--- src/hdl/tjdm_pkg.sv ---
// Shared types and constants for the touch joystick drive mapper.
package tjdm_pkg;

  localparam int CFG_IDX_W  = 3;
  localparam int CFG_DATA_W = 16;

  localparam logic [CFG_IDX_W-1:0] CFG_CENTER_X      = 3'd0;
  localparam logic [CFG_IDX_W-1:0] CFG_CENTER_Y      = 3'd1;
  localparam logic [CFG_IDX_W-1:0] CFG_RADIUS        = 3'd2;
  localparam logic [CFG_IDX_W-1:0] CFG_DEAD_ZONE     = 3'd3;
  localparam logic [CFG_IDX_W-1:0] CFG_SEND_INTERVAL = 3'd4;

  localparam logic [9:0]  CENTER_X_RST      = 10'd120;
  localparam logic [9:0]  CENTER_Y_RST      = 10'd120;
  localparam logic [8:0]  RADIUS_RST        = 9'd100;
  localparam logic [14:0] DEAD_ZONE_RST     = 15'd1638;
  localparam logic [15:0] SEND_INTERVAL_RST = 16'd50;

  localparam int NUM_LANES = 4;
  localparam int LANE_KX   = 0;
  localparam int LANE_KY   = 1;
  localparam int LANE_LIN  = 2;
  localparam int LANE_ANG  = 3;

  localparam logic [3:0] ITER_LAST = 4'd15;

  typedef enum logic [2:0] {
    S_IDLE,
    S_SQUARE,
    S_COMPARE,
    S_SQRT,
    S_PREP,
    S_DIV,
    S_FINISH
  } state_t;

endpackage

--- src/hdl/touch_joystick_drive_mapper.sv ---
// Touch joystick to differential drive mapper: clamp, normalize, dead zone, send pacing.
//
// One input transaction is one update tick and yields exactly one result transaction.
// A tick with a touch inside the joystick circle runs squares, compare, prep, a bit-serial
// divider for all four quotients and finish; a touch outside the circle adds a bit-serial
// square root after compare; a tick without a touch goes straight to finish. The square
// root and the four divider lanes each retire one result bit per cycle. The result sits in
// an output register, so a new tick is taken while the previous result is still stalled;
// the finish state waits only while that register is full and out_stall is high. The user
// must write configuration through cfg_we, cfg_index and cfg_data while no tick is in flight;
// the block itself does not enforce this. Unknown indexes are ignored.
module touch_joystick_drive_mapper #(
  parameter int FRAC_BITS = 14
) (
  input  logic                          clk,
  input  logic                          rst_n,
  input  logic                          cfg_we,
  input  logic [tjdm_pkg::CFG_IDX_W-1:0]  cfg_index,
  input  logic [tjdm_pkg::CFG_DATA_W-1:0] cfg_data,
  input  logic                          in_valid,
  output logic                          in_stall,
  input  logic                          in_touched,
  input  logic signed [15:0]            in_touch_x,
  input  logic signed [15:0]            in_touch_y,
  input  logic [31:0]                   in_now_ms,
  output logic                          out_valid,
  input  logic                          out_stall,
  output logic                          out_send,
  output logic signed [15:0]            out_linear,
  output logic signed [15:0]            out_angular,
  output logic signed [15:0]            out_knob_x,
  output logic signed [15:0]            out_knob_y,
  output logic                          out_active
);
  import tjdm_pkg::*;

  localparam logic [15:0] OneVal = 16'(32'd1 << FRAC_BITS);

  state_t state_r, state_nxt;

  logic [9:0]  center_x_r, center_y_r;
  logic [8:0]  radius_r;
  logic [14:0] dead_zone_r;
  logic [15:0] send_interval_r;

  logic        held_r;
  logic [31:0] last_send_r;

  logic        touched_r;
  logic [31:0] now_r;
  logic [15:0] adx_r, ady_r;
  logic        sx_r, sy_r;
  logic [8:0]  r_r;
  logic [17:0] rr_r;
  logic [31:0] sqx_r, sqy_r;
  logic        clamp_r;
  logic [3:0]  cnt_r;

  logic [31:0] sq_val_r;
  logic [16:0] sq_rem_r;
  logic [15:0] sq_root_r;

  logic [15:0] den_r;
  logic [15:0] lane_rem_r [NUM_LANES];
  logic [15:0] lane_nq_r  [NUM_LANES];

  logic        out_valid_r;
  logic        out_send_r, out_active_r;
  logic [15:0] out_linear_r, out_angular_r, out_knob_x_r, out_knob_y_r;

  logic               in_fire, fin_fire;
  logic signed [16:0] dx_w, dy_w;
  logic [15:0]        adx_w, ady_w;
  logic [8:0]         r_eff_w;
  logic [32:0]        d2_w;
  logic [18:0]        sq_t_w, sq_trial_w;
  logic               sq_ge_w;
  logic [24:0]        kx_prod_w, ky_prod_w;
  logic [31:0]        lin_num_w, ang_num_w;
  logic [16:0]        lane_t_w  [NUM_LANES];
  logic               lane_ge_w [NUM_LANES];
  logic [15:0]        lin_mag_w, ang_mag_w, koff_x_w, koff_y_w;
  logic [31:0]        elapsed_w;
  logic               pace_ok_w;

  function automatic logic [15:0] shape_mag(input logic [15:0] mag, input logic [14:0] dz,
                                            input logic [15:0] one);
    logic [15:0] res;
    res = mag;
    if (mag < {1'b0, dz}) begin
      res = '0;
    end else if (mag > one) begin
      res = one;
    end
    return res;
  endfunction

  assign in_stall  = (state_r != S_IDLE);
  assign in_fire   = in_valid && !in_stall;
  assign fin_fire  = (state_r == S_FINISH) && (!out_valid_r || !out_stall);

  assign dx_w    = {in_touch_x[15], in_touch_x} - $signed({7'd0, center_x_r});
  assign dy_w    = {in_touch_y[15], in_touch_y} - $signed({7'd0, center_y_r});
  assign adx_w   = dx_w[16] ? 16'(-dx_w) : dx_w[15:0];
  assign ady_w   = dy_w[16] ? 16'(-dy_w) : dy_w[15:0];
  assign r_eff_w = (radius_r == '0) ? 9'd1 : radius_r;

  assign d2_w = {1'b0, sqx_r} + {1'b0, sqy_r};

  assign sq_t_w     = {sq_rem_r, sq_val_r[31:30]};
  assign sq_trial_w = {1'b0, sq_root_r, 2'b01};
  assign sq_ge_w    = (sq_t_w >= sq_trial_w);

  assign kx_prod_w = {9'd0, adx_r} * {16'd0, r_r};
  assign ky_prod_w = {9'd0, ady_r} * {16'd0, r_r};
  assign lin_num_w = {16'd0, ady_r} << FRAC_BITS;
  assign ang_num_w = {16'd0, adx_r} << FRAC_BITS;

  always_comb begin
    for (int i = 0; i < NUM_LANES; i++) begin
      lane_t_w[i]  = {lane_rem_r[i], lane_nq_r[i][15]};
      lane_ge_w[i] = (lane_t_w[i] >= {1'b0, den_r});
    end
  end

  assign lin_mag_w = shape_mag(lane_nq_r[LANE_LIN], dead_zone_r, OneVal);
  assign ang_mag_w = shape_mag(lane_nq_r[LANE_ANG], dead_zone_r, OneVal);
  assign koff_x_w  = clamp_r ? lane_nq_r[LANE_KX] : adx_r;
  assign koff_y_w  = clamp_r ? lane_nq_r[LANE_KY] : ady_r;
  assign elapsed_w = now_r - last_send_r;
  assign pace_ok_w = (elapsed_w >= {16'd0, send_interval_r});

  always_comb begin
    state_nxt = state_r;
    unique case (state_r)
      S_IDLE: begin
        if (in_fire) begin
          state_nxt = in_touched ? S_SQUARE : S_FINISH;
        end
      end
      S_SQUARE:  state_nxt = S_COMPARE;
      S_COMPARE: state_nxt = (d2_w > {15'd0, rr_r}) ? S_SQRT : S_PREP;
      S_SQRT: begin
        if (cnt_r == ITER_LAST) begin
          state_nxt = S_PREP;
        end
      end
      S_PREP: state_nxt = S_DIV;
      S_DIV: begin
        if (cnt_r == ITER_LAST) begin
          state_nxt = S_FINISH;
        end
      end
      S_FINISH: begin
        if (fin_fire) begin
          state_nxt = S_IDLE;
        end
      end
      default: state_nxt = S_IDLE;
    endcase
  end

  always_ff @(posedge clk) begin
    if (!rst_n) begin
      state_r         <= S_IDLE;
      out_valid_r     <= 1'b0;
      held_r          <= 1'b0;
      last_send_r     <= '0;
      center_x_r      <= CENTER_X_RST;
      center_y_r      <= CENTER_Y_RST;
      radius_r        <= RADIUS_RST;
      dead_zone_r     <= DEAD_ZONE_RST;
      send_interval_r <= SEND_INTERVAL_RST;
    end else begin
      state_r <= state_nxt;

      if (cfg_we) begin
        unique case (cfg_index)
          CFG_CENTER_X:      center_x_r      <= cfg_data[9:0];
          CFG_CENTER_Y:      center_y_r      <= cfg_data[9:0];
          CFG_RADIUS:        radius_r        <= cfg_data[8:0];
          CFG_DEAD_ZONE:     dead_zone_r     <= cfg_data[14:0];
          CFG_SEND_INTERVAL: send_interval_r <= cfg_data;
          default: ;
        endcase
      end

      if (in_fire) begin
        touched_r <= in_touched;
        now_r     <= in_now_ms;
        adx_r     <= adx_w;
        ady_r     <= ady_w;
        sx_r      <= dx_w[16];
        sy_r      <= dy_w[16];
        r_r       <= r_eff_w;
        rr_r      <= {9'd0, r_eff_w} * {9'd0, r_eff_w};
      end

      if (state_r == S_SQUARE) begin
        sqx_r <= {16'd0, adx_r} * {16'd0, adx_r};
        sqy_r <= {16'd0, ady_r} * {16'd0, ady_r};
      end

      if (state_r == S_COMPARE) begin
        clamp_r   <= (d2_w > {15'd0, rr_r});
        sq_val_r  <= d2_w[31:0];
        sq_rem_r  <= '0;
        sq_root_r <= '0;
        cnt_r     <= '0;
      end

      if (state_r == S_SQRT) begin
        sq_rem_r  <= sq_ge_w ? 17'(sq_t_w - sq_trial_w) : sq_t_w[16:0];
        sq_root_r <= {sq_root_r[14:0], sq_ge_w};
        sq_val_r  <= {sq_val_r[29:0], 2'b00};
        cnt_r     <= cnt_r + 4'd1;
      end

      if (state_r == S_PREP) begin
        den_r                <= clamp_r ? sq_root_r : {7'd0, r_r};
        lane_rem_r[LANE_KX]  <= {7'd0, kx_prod_w[24:16]};
        lane_nq_r[LANE_KX]   <= kx_prod_w[15:0];
        lane_rem_r[LANE_KY]  <= {7'd0, ky_prod_w[24:16]};
        lane_nq_r[LANE_KY]   <= ky_prod_w[15:0];
        lane_rem_r[LANE_LIN] <= lin_num_w[31:16];
        lane_nq_r[LANE_LIN]  <= lin_num_w[15:0];
        lane_rem_r[LANE_ANG] <= ang_num_w[31:16];
        lane_nq_r[LANE_ANG]  <= ang_num_w[15:0];
        cnt_r                <= '0;
      end

      if (state_r == S_DIV) begin
        for (int i = 0; i < NUM_LANES; i++) begin
          lane_rem_r[i] <= lane_ge_w[i] ? 16'(lane_t_w[i] - {1'b0, den_r})
                                        : lane_t_w[i][15:0];
          lane_nq_r[i]  <= {lane_nq_r[i][14:0], lane_ge_w[i]};
        end
        cnt_r <= cnt_r + 4'd1;
      end

      if (fin_fire) begin
        out_valid_r <= 1'b1;
        if (touched_r) begin
          held_r        <= 1'b1;
          out_active_r  <= 1'b1;
          out_send_r    <= pace_ok_w;
          out_linear_r  <= sy_r ? lin_mag_w : 16'(16'd0 - lin_mag_w);
          out_angular_r <= sx_r ? 16'(16'd0 - ang_mag_w) : ang_mag_w;
          out_knob_x_r  <= 16'({6'd0, center_x_r} + (sx_r ? 16'(16'd0 - koff_x_w) : koff_x_w));
          out_knob_y_r  <= 16'({6'd0, center_y_r} + (sy_r ? 16'(16'd0 - koff_y_w) : koff_y_w));
          if (pace_ok_w) begin
            last_send_r <= now_r;
          end
        end else begin
          held_r        <= 1'b0;
          out_active_r  <= 1'b0;
          out_send_r    <= held_r;
          out_linear_r  <= '0;
          out_angular_r <= '0;
          out_knob_x_r  <= {6'd0, center_x_r};
          out_knob_y_r  <= {6'd0, center_y_r};
          if (held_r) begin
            last_send_r <= now_r;
          end
        end
      end else if (!out_stall) begin
        out_valid_r <= 1'b0;
      end
    end
  end

  assign out_valid   = out_valid_r;
  assign out_send    = out_send_r;
  assign out_linear  = out_linear_r;
  assign out_angular = out_angular_r;
  assign out_knob_x  = out_knob_x_r;
  assign out_knob_y  = out_knob_y_r;
  assign out_active  = out_active_r;

`ifndef SYNTH
  a_busy_after_accept: assert property (@(posedge clk) disable iff (!rst_n)
    in_fire |=> in_stall)
    else $error("tick accepted but block did not go busy");

  a_div_rem_bound: assert property (@(posedge clk) disable iff (!rst_n)
    (state_r == S_DIV) |-> (lane_rem_r[LANE_KX] < den_r) && (lane_rem_r[LANE_KY] < den_r)
      && (lane_rem_r[LANE_LIN] < den_r) && (lane_rem_r[LANE_ANG] < den_r))
    else $error("divider remainder not below divisor");

  a_cmd_bound: assert property (@(posedge clk) disable iff (!rst_n)
    (state_r == S_FINISH && touched_r) |->
      (lane_nq_r[LANE_LIN] <= OneVal) && (lane_nq_r[LANE_ANG] <= OneVal))
    else $error("command quotient above full scale");
`endif

endmodule
--- config.mk ---
export PLATFORM = sky130hd
export DESIGN_NAME = touch_joystick_drive_mapper
export DESIGN_NICKNAME = d
export VERILOG_FILES = /design/src/hdl/tjdm_pkg.sv /design/src/hdl/touch_joystick_drive_mapper.sv
export SDC_FILE = /design/constraint.sdc
export NUM_CORES = 2
export LEC_CHECK = 0
export BUFFER_PORTS_ARGS = -buffer_cell sky130_fd_sc_hd__buf_2
export CORE_UTILIZATION = 59
export DETAILED_ROUTE_END_ITERATION = 8
export PLACE_DENSITY_LB_ADDON = 0.12
export SLEW_MARGIN = 10
export SYNTH_ARGS = -nofsm -noshare
export SYNTH_HDL_FRONTEND = slang
export SYNTH_SLANG_ARGS = --single-unit
--- constraint.sdc ---
create_clock -name clk -period 8.2 [get_ports clk]
set_input_delay 2.46 -clock clk [delete_from_list [all_inputs] [get_ports clk]]
set_output_delay 2.46 -clock clk [all_outputs]
set_load 0.1 [all_outputs]
==> results_dict.tcl <==
set metrics [dict create \
    status "finished clean" \
    fmax_mhz 139 \
    cp_slowest_stage_delay_ns 0.97 \
    setup_violations 0 \
    syn_avg_cell_area_um2 9.18 \
    ff2ff_setup_slack_ns 1.01 \
    synth_simple_gate_area_share 0.156 \
    cts.sinks 531 \
    drtAntennaViolNets 0 \
    synth_ff_type "edfxtp_1" \
    cp-start-kind "register" \
    end_kind "register" \
    vias_per_cell 5.73 \
    setup_tns_ns 0 \
    ioPinCount 157 \
    drive_gt1_frac 0.0634 \
    grt_usage 0.308 \
    drc_errors 0 \
    wl_met2_um 69000 \
    synth-seq-cells 531 \
    io_buffers 156 \
    synthXorXnorAreaFrac 0.0484 \
    numCtsBuffers 68 \
    reg2reg_from "adx_r[5]$_DFFE_PP_" \
    drt_iter0_drc 2951 \
    syn-num-nets 7535 \
    synth_compound_area_frac 0.107 \
    highest_layer "met5" \
    yosys.cell_types.count 82 \
    dr_total_vias 43900 \
    cts_tree "done" \
    grt_pass1_vias 43600 \
    dr_wl_met3_um 10100 \
    die_h_um 315 \
    cp.required_ns 8.59 \
    whs_path_depth 2 \
    insertion_delay_ns 0.66 \
    ys_warn_count 0 \
    area_growth_pct 7.30 \
    clkSlewWorstSetupHoldPaths_ns 0.06 \
    hp-class "register to register" \
    place_hpwl_um 117000 \
    finClkSkew_ns 0.0322 \
    r2r.worst_path.cells 25 \
    synth_fa_ha_area_frac 0.319 \
    htree_levels 3 \
    crit_family "adder cells" \
    synth_common_cells "987 x inv_1, 849 x nand2_1, 574 x ha_1" \
    synth_area_leaders "edfxtp_1 23%, fa_1 20%, ha_1 12%" \
    clock-root-buffer "clkbuf_16" \
    slew_headroom 0.264 \
    wl_per_cell_um 19.6 \
    netlist_instances 6307 \
    wl_met1_um 65500 \
    start_util 0.597 \
    min_to "last_send_r[14]$_SDFFE_PN0P_" \
    grt_max_degree 84 \
    dpl_cell_area_mm2 0.0598 \
    rsz0062_at_grt "false" \
    wl_um 151000 \
    grt_overflow_total 0 \
    first_pass_iters 6 \
    cts_buffer_depth 3 \
    cts_setup_buffers 0 \
    yosysSeqAreaShare 0.259 \
    path_buf_inv 6 \
    nets 7566 \
    grt_pass1_wl_um 238000 \
    gp_congestion 0.914 \
    path_class "register to register" \
    synth_top_family_by_area "adder cells" \
    syn-cell-area_mm2 0.0579 \
    synth.mux.area_fraction 0.0278 \
    drv_slew 0 \
    final_area_mm2 0.0621 \
    dieArea_mm2 0.0994 \
    yosysMostFrequentCell "inv_1" \
    path_max_fanout 23 \
    hold_viol_final 0 \
    cts_resized 0 \
    min_period_over_period 0.877 \
    rr_endpoint "sqx_r[30]$_DFFE_PP_" \
    min_period_ns 7.19 \
    rows 114 \
    worstHoldStart "last_send_r[14]$_SDFFE_PN0P_" \
    cts_hold_buf 0 \
    arrival_ns 7.58 \
    die_x_um 315 \
    async_reset_ff_frac 0 \
    coreArea_mm2 0.0970 \
    drv_cap 0 \
    crit_slowest_cell "edfxtp_1" \
    synth.largest_area_cell "edfxtp_1" \
    worst_pin_slew_ns 1.10 \
    synth.top_cell.area_share 0.225 \
    antenna_found_initial 1 \
    synth_edf_count 434 \
]
==> logic make-up (layout without fill, tap and decap cells) <==
logic type                 after synthesis  count (layout)
and+or+nand+nor                       1944            1944
buffers and inverters                 1253            1339
adders and majority gates             1139            1139
AOI/OAI and AO/OA                      962             962
DFF                                    531             531
xor gates and xnor gates               320             320
muxes                                  158             158
other                                    0               1
==> how the worst max path moves through the flow <==
stage                       startpoint                     endpoint  slack (ns)  depth (start not counted)
global route        adx_r[5]$_DFFE_PP_          sqx_r[30]$_DFFE_PP_        0.69                         25
finish              adx_r[5]$_DFFE_PP_          sqx_r[30]$_DFFE_PP_        1.01                         25
detailed placement  adx_r[5]$_DFFE_PP_          sqx_r[30]$_DFFE_PP_        1.09                         25
global placement    adx_r[5]$_DFFE_PP_          sqx_r[30]$_DFFE_PP_        1.08                         25
CTS                 adx_r[5]$_DFFE_PP_          sqx_r[30]$_DFFE_PP_        1.06                         25
floorplan                        rst_n  lane_rem_r[2][13]$_DFFE_PP_        0.83                          8
==> layout make-up <==
class                   instances  area, µm²
clock buffers                  89       1950
fillers                      8101      34900
inverters                     989       3710
diodes                          1       2.50
well taps                    1276       1600
flip-flops and latches        531      15000
repair buffers                225       1310
clock inverters                36        355
multi-input cells            4523      38200
==> metrics by stage <==
stage	util	setup slack [ns]	std cells	hold WS, ns
finish	0.640	1.01	7670	0.455
global route	0.640	0.686	7669	0.471
CTS	0.640	1.06	7669	0.458
detailed placement	0.617	1.09	7544	0.450
global placement	0.617	1.08	7544	0.442
floorplan	-	0.825	6307	0.435
==> placed cells by master (no fill, tap or decap), drive strengths merged, types with 35 or more instances in the layout <==
master	count
inv	992
nand2	849
ha	574
fa	565
edfxtp	434
nor2	362
a21oi	255
and2	252
buf	225
xnor2	222
o21ai	214
mux2i	134
nor3	102
xor2	98
dfxtp	97
clkbuf	89
a21o	87
nand3	76
a21boi	67
nor2b	58
o21a	46
nand2b	44
o211ai	43
o21bai	38
and3	35
==> metal layers <==
layer,track usage,up-vias
li1,-,20900
met1,0.422,21300
met2,0.494,1477
met3,0.0456,262
met4,0.117,2
met5,0,-
==> flip-flops by register name, summed over array words and instances (netlist names), 17 cells and up <==
register / flops
lane_rem_r: 64
sqy_r: 31
now_r: 32
sqx_r: 31
lane_nq_r: 64
sq_rem_r: 17
sq_val_r: 32
last_send_r: 32
==> tightest hold or removal path, stage by stage (launching register included) <==
cell     delay [ns]
dfxtp_1        0.31
nand2_1        0.05
mux2i_1        0.05
Power is not shown: default switching activity piles up to over one toggle a cycle in this logic, so the estimate is an artifact.
